==> src/rtl/u8d_pkg.sv <==
package u8d_pkg;

  localparam int unsigned OFFSET_BITS_DEF = 32;
  localparam int unsigned CP_W            = 21;
  localparam int unsigned LEN_W           = 3;
  localparam int unsigned OUT_OFF_W       = 32;

  localparam logic [CP_W-1:0] CP_MAX   = 21'h10FFFF;
  localparam logic [CP_W-1:0] SURR_LO  = 21'h00D800;
  localparam logic [CP_W-1:0] SURR_HI  = 21'h00DFFF;
  localparam logic [CP_W-1:0] MIN_LEN2 = 21'h000080;
  localparam logic [CP_W-1:0] MIN_LEN3 = 21'h000800;
  localparam logic [CP_W-1:0] MIN_LEN4 = 21'h010000;

  localparam logic [LEN_W-1:0] LEN_ONE   = 3'd1;
  localparam logic [LEN_W-1:0] LEN_TWO   = 3'd2;
  localparam logic [LEN_W-1:0] LEN_THREE = 3'd3;
  localparam logic [LEN_W-1:0] LEN_FOUR  = 3'd4;

  // Decoder state apart from the offset counters, whose width is a parameter
  typedef struct packed {
    logic [1:0]       pending;
    logic [CP_W-1:0]  value;
    logic [LEN_W-1:0] len;
    logic             err;
  } dec_state_t;

  typedef struct packed {
    logic                 status;
    logic [CP_W-1:0]      code_point;
    logic [OUT_OFF_W-1:0] start_offset;
    logic [LEN_W-1:0]     byte_length;
    logic                 end_of_text;
  } dec_result_t;

  function automatic logic value_ok(logic [CP_W-1:0] v, logic [LEN_W-1:0] len);
    logic [CP_W-1:0] smallest;
    smallest = '0;
    unique case (len)
      LEN_TWO:   smallest = MIN_LEN2;
      LEN_THREE: smallest = MIN_LEN3;
      LEN_FOUR:  smallest = MIN_LEN4;
      default:   smallest = '0;
    endcase
    return (v >= smallest) && !((v >= SURR_LO) && (v <= SURR_HI)) && (v <= CP_MAX);
  endfunction

endpackage

==> src/rtl/utf8_validating_decoder_core.sv <==
// Strict UTF-8 decoder, one byte per transfer.
// Input channel: in_text_byte with in_final_byte marking the last byte of a
// text; a transfer happens when in_valid is high and in_stall is low.
// Output channel: one result per completed sequence (code point, offset of
// its lead byte, length), or a single result with out_status set at the final
// byte of a text that was rejected. Bytes after an error give nothing.
// Throughput: one byte per cycle while out_stall does not hold the output. A
// sequence's last byte is taken into the input register, and the decode step
// then writes its result into the result register, which presents it.
// A result waits in the output register while out_stall is high; the input
// register then fills and in_stall rises, holding further bytes back.
// Reset (rst_n low, synchronous) empties both registers and returns the
// decoder to the start of a text at offset zero. Every final byte returns
// the decoder there after its result. Offsets wrap at 2^OFFSET_BITS.
module utf8_validating_decoder_core #(
  parameter int unsigned OFFSET_BITS = u8d_pkg::OFFSET_BITS_DEF
) (
  input  logic                          clk,
  input  logic                          rst_n,
  input  logic                          in_valid,
  output logic                          in_stall,
  input  logic [7:0]                    in_text_byte,
  input  logic                          in_final_byte,
  output logic                          out_valid,
  input  logic                          out_stall,
  output logic                          out_status,
  output logic [u8d_pkg::CP_W-1:0]      out_code_point,
  output logic [u8d_pkg::OUT_OFF_W-1:0] out_start_offset,
  output logic [u8d_pkg::LEN_W-1:0]     out_byte_length,
  output logic                          out_end_of_text
);
  import u8d_pkg::*;

  logic                   in_valid_r;
  logic [7:0]             in_text_byte_r;
  logic                   in_final_byte_r;
  dec_state_t             st_r, st_nxt;
  logic [OFFSET_BITS-1:0] pos_r, pos_nxt;
  logic [OFFSET_BITS-1:0] start_r, start_nxt;
  logic                   out_valid_r;
  dec_result_t            res_r, res_nxt;
  logic                   emit;
  logic                   adv;
  logic                   in_take;

  // advance the held byte when the result register is free or draining
  assign adv      = in_valid_r && (!out_valid_r || !out_stall);
  assign in_stall = in_valid_r && !adv;
  assign in_take  = in_valid && !in_stall;

  u8d_step #(
    .OFFSET_BITS(OFFSET_BITS)
  ) u_step (
    .st        (st_r),
    .pos       (pos_r),
    .start     (start_r),
    .text_byte (in_text_byte_r),
    .final_byte(in_final_byte_r),
    .st_nxt    (st_nxt),
    .pos_nxt   (pos_nxt),
    .start_nxt (start_nxt),
    .emit      (emit),
    .res       (res_nxt)
  );

  always_ff @(posedge clk) begin
    if (!rst_n) begin
      in_valid_r  <= 1'b0;
      out_valid_r <= 1'b0;
      st_r        <= '0;
      pos_r       <= '0;
      start_r     <= '0;
    end else begin
      if (in_take) begin
        in_valid_r <= 1'b1;
      end else if (adv) begin
        in_valid_r <= 1'b0;
      end
      if (adv) begin
        st_r        <= st_nxt;
        pos_r       <= pos_nxt;
        start_r     <= start_nxt;
        out_valid_r <= emit;
      end else if (!out_stall) begin
        out_valid_r <= 1'b0;
      end
    end
  end

  always_ff @(posedge clk) begin
    if (in_take) begin
      in_text_byte_r  <= in_text_byte;
      in_final_byte_r <= in_final_byte;
    end
    if (adv && emit) begin
      res_r <= res_nxt;
    end
  end

  assign out_valid        = out_valid_r;
  assign out_status       = res_r.status;
  assign out_code_point   = res_r.code_point;
  assign out_start_offset = res_r.start_offset;
  assign out_byte_length  = res_r.byte_length;
  assign out_end_of_text  = res_r.end_of_text;

  a_invalid_fields: assert property (@(posedge clk) disable iff (!rst_n)
    out_valid_r && res_r.status |->
      (res_r.code_point == '0) && (res_r.byte_length == '0) && res_r.end_of_text)
    else $error("rejection result carries non-zero fields");

  a_scalar_range: assert property (@(posedge clk) disable iff (!rst_n)
    out_valid_r && !res_r.status |->
      (res_r.code_point <= CP_MAX) &&
      !((res_r.code_point >= SURR_LO) && (res_r.code_point <= SURR_HI)) &&
      (res_r.byte_length != '0) && (res_r.byte_length <= LEN_FOUR))
    else $error("decoded result outside the scalar range");

  a_final_restart: assert property (@(posedge clk) disable iff (!rst_n)
    adv && in_final_byte_r |=>
      (pos_r == '0) && (st_r.pending == 2'd0) && !st_r.err)
    else $error("decoder not back at text start after final byte");

  a_silent_after_error: assert property (@(posedge clk) disable iff (!rst_n)
    adv && st_r.err && !in_final_byte_r |=> !out_valid_r)
    else $error("result given for a text already rejected");

endmodule

==> src/rtl/u8d_step.sv <==
module u8d_step #(
  parameter int unsigned OFFSET_BITS = u8d_pkg::OFFSET_BITS_DEF
) (
  input  u8d_pkg::dec_state_t  st,
  input  logic [OFFSET_BITS-1:0] pos,
  input  logic [OFFSET_BITS-1:0] start,
  input  logic [7:0]           text_byte,
  input  logic                 final_byte,
  output u8d_pkg::dec_state_t  st_nxt,
  output logic [OFFSET_BITS-1:0] pos_nxt,
  output logic [OFFSET_BITS-1:0] start_nxt,
  output logic                 emit,
  output u8d_pkg::dec_result_t res
);
  import u8d_pkg::*;

  logic       done;
  logic       invalid;
  logic [63:0] start_ext;

  always_comb begin
    st_nxt    = st;
    pos_nxt   = pos + 1'b1;
    start_nxt = start;
    done      = 1'b0;

    if (!st.err) begin
      if (st.pending == 2'd0) begin
        start_nxt = pos;
        priority if (!text_byte[7]) begin
          st_nxt.value = CP_W'(text_byte);
          st_nxt.len   = LEN_ONE;
          done         = 1'b1;
        end else if (text_byte[7:5] == 3'b110) begin
          st_nxt.value   = CP_W'(text_byte[4:0]);
          st_nxt.len     = LEN_TWO;
          st_nxt.pending = 2'd1;
        end else if (text_byte[7:4] == 4'b1110) begin
          st_nxt.value   = CP_W'(text_byte[3:0]);
          st_nxt.len     = LEN_THREE;
          st_nxt.pending = 2'd2;
        end else if (text_byte[7:3] == 5'b11110) begin
          st_nxt.value   = CP_W'(text_byte[2:0]);
          st_nxt.len     = LEN_FOUR;
          st_nxt.pending = 2'd3;
        end else begin
          st_nxt.err = 1'b1;
        end
      end else if (text_byte[7:6] != 2'b10) begin
        st_nxt.err = 1'b1;
      end else begin
        st_nxt.value   = {st.value[CP_W-7:0], text_byte[5:0]};
        st_nxt.pending = st.pending - 2'd1;
        done           = (st.pending == 2'd1);
      end
      // reject overlong forms, surrogates and values beyond the last plane
      if (done && !value_ok(st_nxt.value, st_nxt.len)) begin
        st_nxt.err = 1'b1;
        done       = 1'b0;
      end
    end

    if (final_byte && !st_nxt.err && (st_nxt.pending != 2'd0)) begin
      st_nxt.err = 1'b1;
    end

    invalid   = final_byte && st_nxt.err;
    emit      = invalid || done;
    start_ext = 64'(start_nxt);

    res.status       = invalid;
    res.code_point   = invalid ? '0 : st_nxt.value;
    res.start_offset = invalid ? '0 : start_ext[OUT_OFF_W-1:0];
    res.byte_length  = invalid ? '0 : st_nxt.len;
    res.end_of_text  = final_byte;

    // a final byte starts the next text afresh at offset zero
    if (final_byte) begin
      st_nxt    = '0;
      pos_nxt   = '0;
      start_nxt = '0;
    end
  end

endmodule
==> config.mk <==
export PLATFORM = sky130hd
export DESIGN_NAME = utf8_validating_decoder_core
export DESIGN_NICKNAME = d
export VERILOG_FILES = /design/src/rtl/u8d_pkg.sv /design/src/rtl/utf8_validating_decoder_core.sv /design/src/rtl/u8d_step.sv
export SDC_FILE = /design/constraint.sdc
export NUM_CORES = 1
export LEC_CHECK = 0
export BUFFER_PORTS_ARGS = -buffer_cell sky130_fd_sc_hd__buf_2
export CAP_MARGIN = 20
export CELL_PAD_IN_SITES_DETAIL_PLACEMENT = 1
export CELL_PAD_IN_SITES_GLOBAL_PLACEMENT = 1
export CORE_MARGIN = 2
export CORE_UTILIZATION = 44
export CTS_CLUSTER_SIZE = 8
export DETAILED_ROUTE_END_ITERATION = 12
export GPL_ROUTABILITY_DRIVEN = 0
export PLACE_DENSITY = 0.82
export SYNTH_ARGS = -nofsm -noshare
export SYNTH_HDL_FRONTEND = slang
export SYNTH_SLANG_ARGS = --single-unit
==> constraint.sdc <==
create_clock -name clk -period 15.9 [get_ports clk]
set_input_delay 0.795 -clock clk [delete_from_list [all_inputs] [get_ports clk]]
set_output_delay 0.795 -clock clk [all_outputs]
set_load 0.02 [all_outputs]
# [Word level (Yosys, flattened, before mapping)]
# Cells that the tools add are included.
[word_totals] regBits=160 out_inout_bits=60
[op_classes] n_addsub=2 order_cmp=4 eq_ne=9 mux=36 reduce_logical=23
[op_table] cell="$mux W32" n=4
[op_table] cell="$mux W26" n=3
[op_table] cell="$mux W23" n=3
[op_table] cell="$mux W27" n=2
[op_table] cell="$pmux W17 S3" n=1
[op_table] cell="$add A32 B1 Y32 const B" n=1
[op_table] cell="$mux W24" n=1
[op_table] cell="$ge A21 B16 Y1 const B" n=1
[op_table] cell="$ge A21 B21 Y1" n=1
[op_table] cell="$le A21 B16 Y1 const B" n=1
[op_table] cell="$le A21 B21 Y1 const B" n=1
[op_table] cell="$mux W21" n=1
[op_table] cell="$mux W1" n=18
[op_table] cell="$logic_and A1 B1 Y1" n=11
[op_table] cell="$logic_not A1 Y1" n=7
[op_table] cell="$eq A3 B2 Y1 const B" n=2
[op_table] cell="$eq A3 B3 Y1 const B" n=2
[op_table] cell="$mux W3" n=2
[op_table] cell="$eq A5 B5 Y1 const B" n=1
[op_table] cell="$eq A4 B4 Y1 const B" n=1
[op_table] cell="$reduce_bool A2 Y1" n=2
[op_table] cell="$eq A2 B1 Y1 const B" n=1
[op_table] cell="$logic_not A2 Y1" n=1
[op_table] cell="$logic_or A1 B1 Y1" n=2
[op_table] cell="other kinds (4)" n=4

# [Depth between registers and ports, before layout]
[depth] depth_word=24 depth_mapped=19 mapped_depth_nobuf=15

# [Hierarchy]
# Synthesis repeated with hierarchy kept, for this count alone.
[unflattened] cells_unflattened=973 area_unflattened_um2=8808.4
[modules_own_cells] module="utf8_validating_decoder_core" instances=1 cells_per_inst=471 area_each_um2=5818.1 seq_area_each_um2=3873.7
[modules_own_cells] module="u8d_step" instances=1 cells_per_inst=502 area_each_um2=2990.4 seq_area_each_um2=0.0

# [Worst setup path after synthesis]
# No wires, ideal clock.
[synth_path] kind="register -> register" from="register st_r[25] (netlist name)" to="register res_r (netlist bit out_byte_length[0]), enable pin" t_arrival_ns=4.606 required_ns=15.480 setup_slack_ns=10.874 path_stages_with_launch=18 synth_period_minus_slack_ns=5.026 path_cell_list="dfxtp_1 -> inv_1 -> ha_1 -> buf_2 -> buf_2 -> buf_1 -> nand2_1 -> nand2_1 -> o21ai_0 -> or3_1 -> ha_1 -> nand3_1 -> a221oi_1 -> o221a_2 -> nand4_1 -> nand3_1 -> nor4b_1 -> o21a_1"
[synth_between] elab_chain_len=20
[synth_rtl] element="start, declared" line="utf8_validating_decoder_core.sv:37" text="dec_state_t st_r, st_nxt;"
[synth_rtl] element="start signal, assigned" line="utf8_validating_decoder_core.sv:80" text="st_r <= st_nxt;"
[synth_rtl] element="$logic_not A2 Y1" line="u8d_step.sv:28" text="if (st.pending == 2'd0) begin"
[synth_rtl] element="$mux W3" line="u8d_step.sv:28"
[synth_rtl] element="$mux W3" line="u8d_step.sv:27" text="if (!st.err) begin"
[synth_rtl] element="$eq A3 B3 Y1 or $eq A3 B2 Y1 (tied branches)" line="u8d_pkg.sv:39" text="unique case (len)"
[synth_rtl] element="$pmux W17 S3" line="u8d_pkg.sv:39"
[synth_rtl] element="$mux W21" line="u8d_step.sv:27"
[synth_rtl] element="$ge A21 B21 Y1" line="u8d_pkg.sv:45" text="return (v >= smallest) && !((v >= SURR_LO) && (v <= SURR_HI)) && (v <= CP_MAX);"
[synth_rtl] element="$logic_and A1 B1 Y1 (2 in a row)" line="u8d_pkg.sv:45"
[synth_rtl] element="(+2 left out)"
[synth_rtl] element="$mux W1" line="u8d_step.sv:57" text="if (done && !value_ok(st_nxt.value, st_nxt.len)) begin"
[synth_rtl] element="$mux W27" line="u8d_step.sv:27"
[synth_rtl] element="$logic_not A1 Y1" line="u8d_step.sv:63" text="if (final_byte && !st_nxt.err && (st_nxt.pending != 2'd0)) begin"
[synth_rtl] element="$logic_and A1 B1 Y1 (2 in a row)" line="u8d_step.sv:63"
[synth_rtl] element="$mux W1" line="u8d_step.sv:63"
[synth_rtl] element="$logic_and A1 B1 Y1" line="u8d_step.sv:67" text="invalid = final_byte && st_nxt.err;"
[synth_rtl] element="$logic_or A1 B1 Y1 (*)" line="u8d_step.sv:68" text="emit = invalid || done;"
[synth_rtl] element="$logic_and A1 B1 Y1 (*)" line="utf8_validating_decoder_core.sv:95" text="if (adv && emit) begin"
[synth_rtl] element="end signal, assigned" line="utf8_validating_decoder_core.sv:96" text="res_r <= res_nxt;"
[synth_rtl] element="end, declared" line="utf8_validating_decoder_core.sv:41" text="dec_result_t res_r, res_nxt;"
# Every way passes the cells marked *; elsewhere a longest branch is shown, timed or not. The select of a mux whose other input is x is not followed.
# A chain may end at the register's enable or synchronous reset.

# [Worst setup path after layout]
[layout_path] from="register st_r[25] (netlist name)" to="register res_r (netlist bit out_code_point[18]), enable pin"
# Same word-level chain as after synthesis.

==> metrics <==
outcome finished clean; Post-synth ARST share 0%; hold path startpoint start_r[6]; Die W 134 um; DRT Pass-1 Iters 5; Synth area leader edfxtp_1; number of vias per cell 5.89; initial antenna violation count 0; count of pins over their slew limit 0; fin nets 847; slowest stage cell on the critical path ha_1; clk sink count 160; CP Launch Point st_r[25]; largest net degree at the start of global routing 67; dpl cell area a little under 0.008 sq mm; worst reg2reg path depth 16; unrepaired setup endpoints after global routing false; Netlist cell types 59; Bufs on Longest Clock Path 2; Core Area about 0.017 sq mm; Seq/Total Area, Yosys a little over half; Final Setup Violations 0; cells after synthesis 775; post-layout min period roughly 5700 ps; first-pass GRT wire length 33300 um; WP data arrival 5730 ps; CTS tree built; ys flop type dfxtp_1; CP max stage delay 800 ps; CTS root buf clkbuf_16; initial core utilization 44.9%; post_cts resized 0; DR WL/cell 19.3 um; Area growth syn-to-layout 14.9%; number of port buffers 72; Vias 6249; num ports 73; Post-route DRC 0; # diodes 0; vias in the first global route 6378; HPWL Detailed 13100 um; Setup crit end out_code_point[18]; top cells by count, synth 120 x nand2_1, 93 x dfxtp_1, 67 x edfxtp_1; Max Cap Viol 0; worst path required time 15970 ps; antenna-violating nets left 0; CP max FO 33; dominant cells by area after synthesis edfxtp_1 27%, dfxtp_1 25%, a22oi_1 6.2%; Post-CTS Setup Bufs 0; Syn Area/Cell 9.57 sq um; post-synth design cell area around 0.0074 sq mm; drt total wl 20400 um; CP Launch Type flip-flop; worst slew pin tran 1120 ps; crit-path cells inv_1, ha_1, nand2_1, nor3_1, a21o_1, a21oi_1, or3_1, ha_1, nand3_1, a221oi_1, o221a_2, nand4_1, nand3_1, nor4b_1, o21a_2, buf_4; slack of the worst reg-to-reg path 10240 ps; layout cell share with drive strength beyond 1 16.6%; Remaining Overflow, GRT 0; post-route cell area 0.00852 sq mm; hold buffer count at CTS 0; iteration-0 DRC count of the detailed router roughly 500; final hold violation count 0; row cnt 47; hold path depth 2; most frequent cell after synthesis nand2_1; Fin Setup TNS 0 ps; die span in y 134 um; Worst Skew slightly below 20 ps; Synth Register Bits 160; Rel. slew slack 24.7%; period utilization 35.6%; critical path type reg -> reg; WP buf/inv 2; maximum clock rate approximately 0.18 GHz; peak supply drop 79.5 uV; Leak 0.00307 uW; post-synth top area share 27.1%; Hold WC Path Type reg -> reg; clk slew on worst S/H paths 60 ps; net count after synthesis 794; Yosys warnings 0; Critical R2R Capture out_code_point[18]; Post-synth EDFFs 67; GRT Overall Usage a little under a quarter; Stages on worst setup path 16; CP Capture Type flip-flop; Reg-to-Reg Start st_r[25]; TritonCTS Buffers 17; Fill cells roughly 1900; DIE AREA 0.0179 sq mm; crit-path leading delay family simple AND/OR/NAND/NOR gates; Skew-Pair Late Insertion Delay between 400 and 500 ps; PD cells 107 mW/mm^2; H-tree depth 4
## area by class of cell
cell class,instances,area (sq um),share of cell area [%]
clock inverters,10,72.6,0.852
inverters,12,45.0,0.529
flip-flops and latches,160,3870,45.5
multi-input cells,554,3300,38.7
clock buffers,22,495,5.81
well taps,220,275,3.23
repair buffers,83,459,5.39
## worst min-delay path by stage
stage               slack, ps           endpoint
finish                    520         start_r[6]
global route              530  in_text_byte_r[6]
CTS                       520  in_text_byte_r[3]
detailed placement        510        start_r[10]
global placement          500          pos_r[26]
floorplan                 480          pos_r[12]
## cells in the final DEF (no fill, tap or decap), types with 3 or more instances in the layout
master	Yosys	routed
and2_1	5	5
mux2i_1	9	9
and3_1	12	12
a32oi_1	5	5
nand2b_1	3	3
nor2b_1	63	62
a21oi_1	47	47
ha_1	6	6
a31oi_1	5	5
nor4_1	3	3
o21a_1	4	3
inv_1	12	12
and4b_1	3	3
and4_1	3	3
clkbuf_16	0	18
a21boi_0	3	3
edfxtp_1	67	67
nand4_1	5	5
a221oi_1	5	5
clkbuf_8	0	3
dfxtp_1	93	93
nand2_1	120	120
buf_2	9	72
or3_1	13	13
xor2_1	19	19
a211oi_1	3	3
buf_4	1	9
nor2_1	55	54
o21ai_0	24	23
a21oi_2	10	10
nor3_1	11	11
o22ai_1	3	3
nand3_1	20	20
a22oi_1	61	61
xnor2_1	4	4
mux2_2	3	3
## cells by family after synthesis
| logic type | after synthesis | share of synthesized area, % |
|---|---|---|
| simple gates | 325 | 21.6 |
| xor+xnor | 23 | 2.72 |
| flops | 160 | 52.3 |
| fa+ha+maj | 6 | 1.01 |
| compound gates | 188 | 17.2 |
| mux | 12 | 1.67 |
| buf+inv | 61 | 3.51 |
## tightest hold or removal path, stage by stage, from the launching register on
cell and delay, ps:
dfxtp_1 320, a22oi_1 60, nor2b_1 100
## layer usage
layer / vias to the layer above / part of all wire, % / wire [um] / track usage, %
met2: 209 / 48 / 9850 / 38.9
met4: 0 / 1.7 / 345 / 9.10
met3: 23 / 5.5 / 1130 / 4.12
met1: 3138 / 45 / 9120 / 31.1
li1: 2879 / - / - / -
met5: - / 0 / 0 / 0
## sequential cells by signal (all words and copies together) (netlist names), 3 cells and up
name / count
out_code_point: 21
st_r: 27
in_text_byte_r: 8
out_start_offset: 32
start_r: 32
out_byte_length: 3
pos_r: 32
## where the power goes
part | internal, uW | leakage (uW) | switching [uW]
registers | 437 | 0.00141 | 7.45
clock network | 222 | 0.000279 | 169
logic | 20.9 | 0.00138 | 51.8
total | 680 | 0.00307 | 229
## through the flow
stage	hold slack [ps]	cells	total power (uW)	utilization (%)	setup slack, ps
3_3_place_gp	496	1027	522	47.9	10680
5_1_grt	527	1061	937	51.6	9750
6_report	518	1061	909	51.6	10240
3_5_place_dp	509	1027	524	47.9	10340
2_1_floorplan	480	775	501	-	10870
4_1_cts	521	1059	912	51.4	10270
Note: power is estimated with default switching activity, not from simulation.
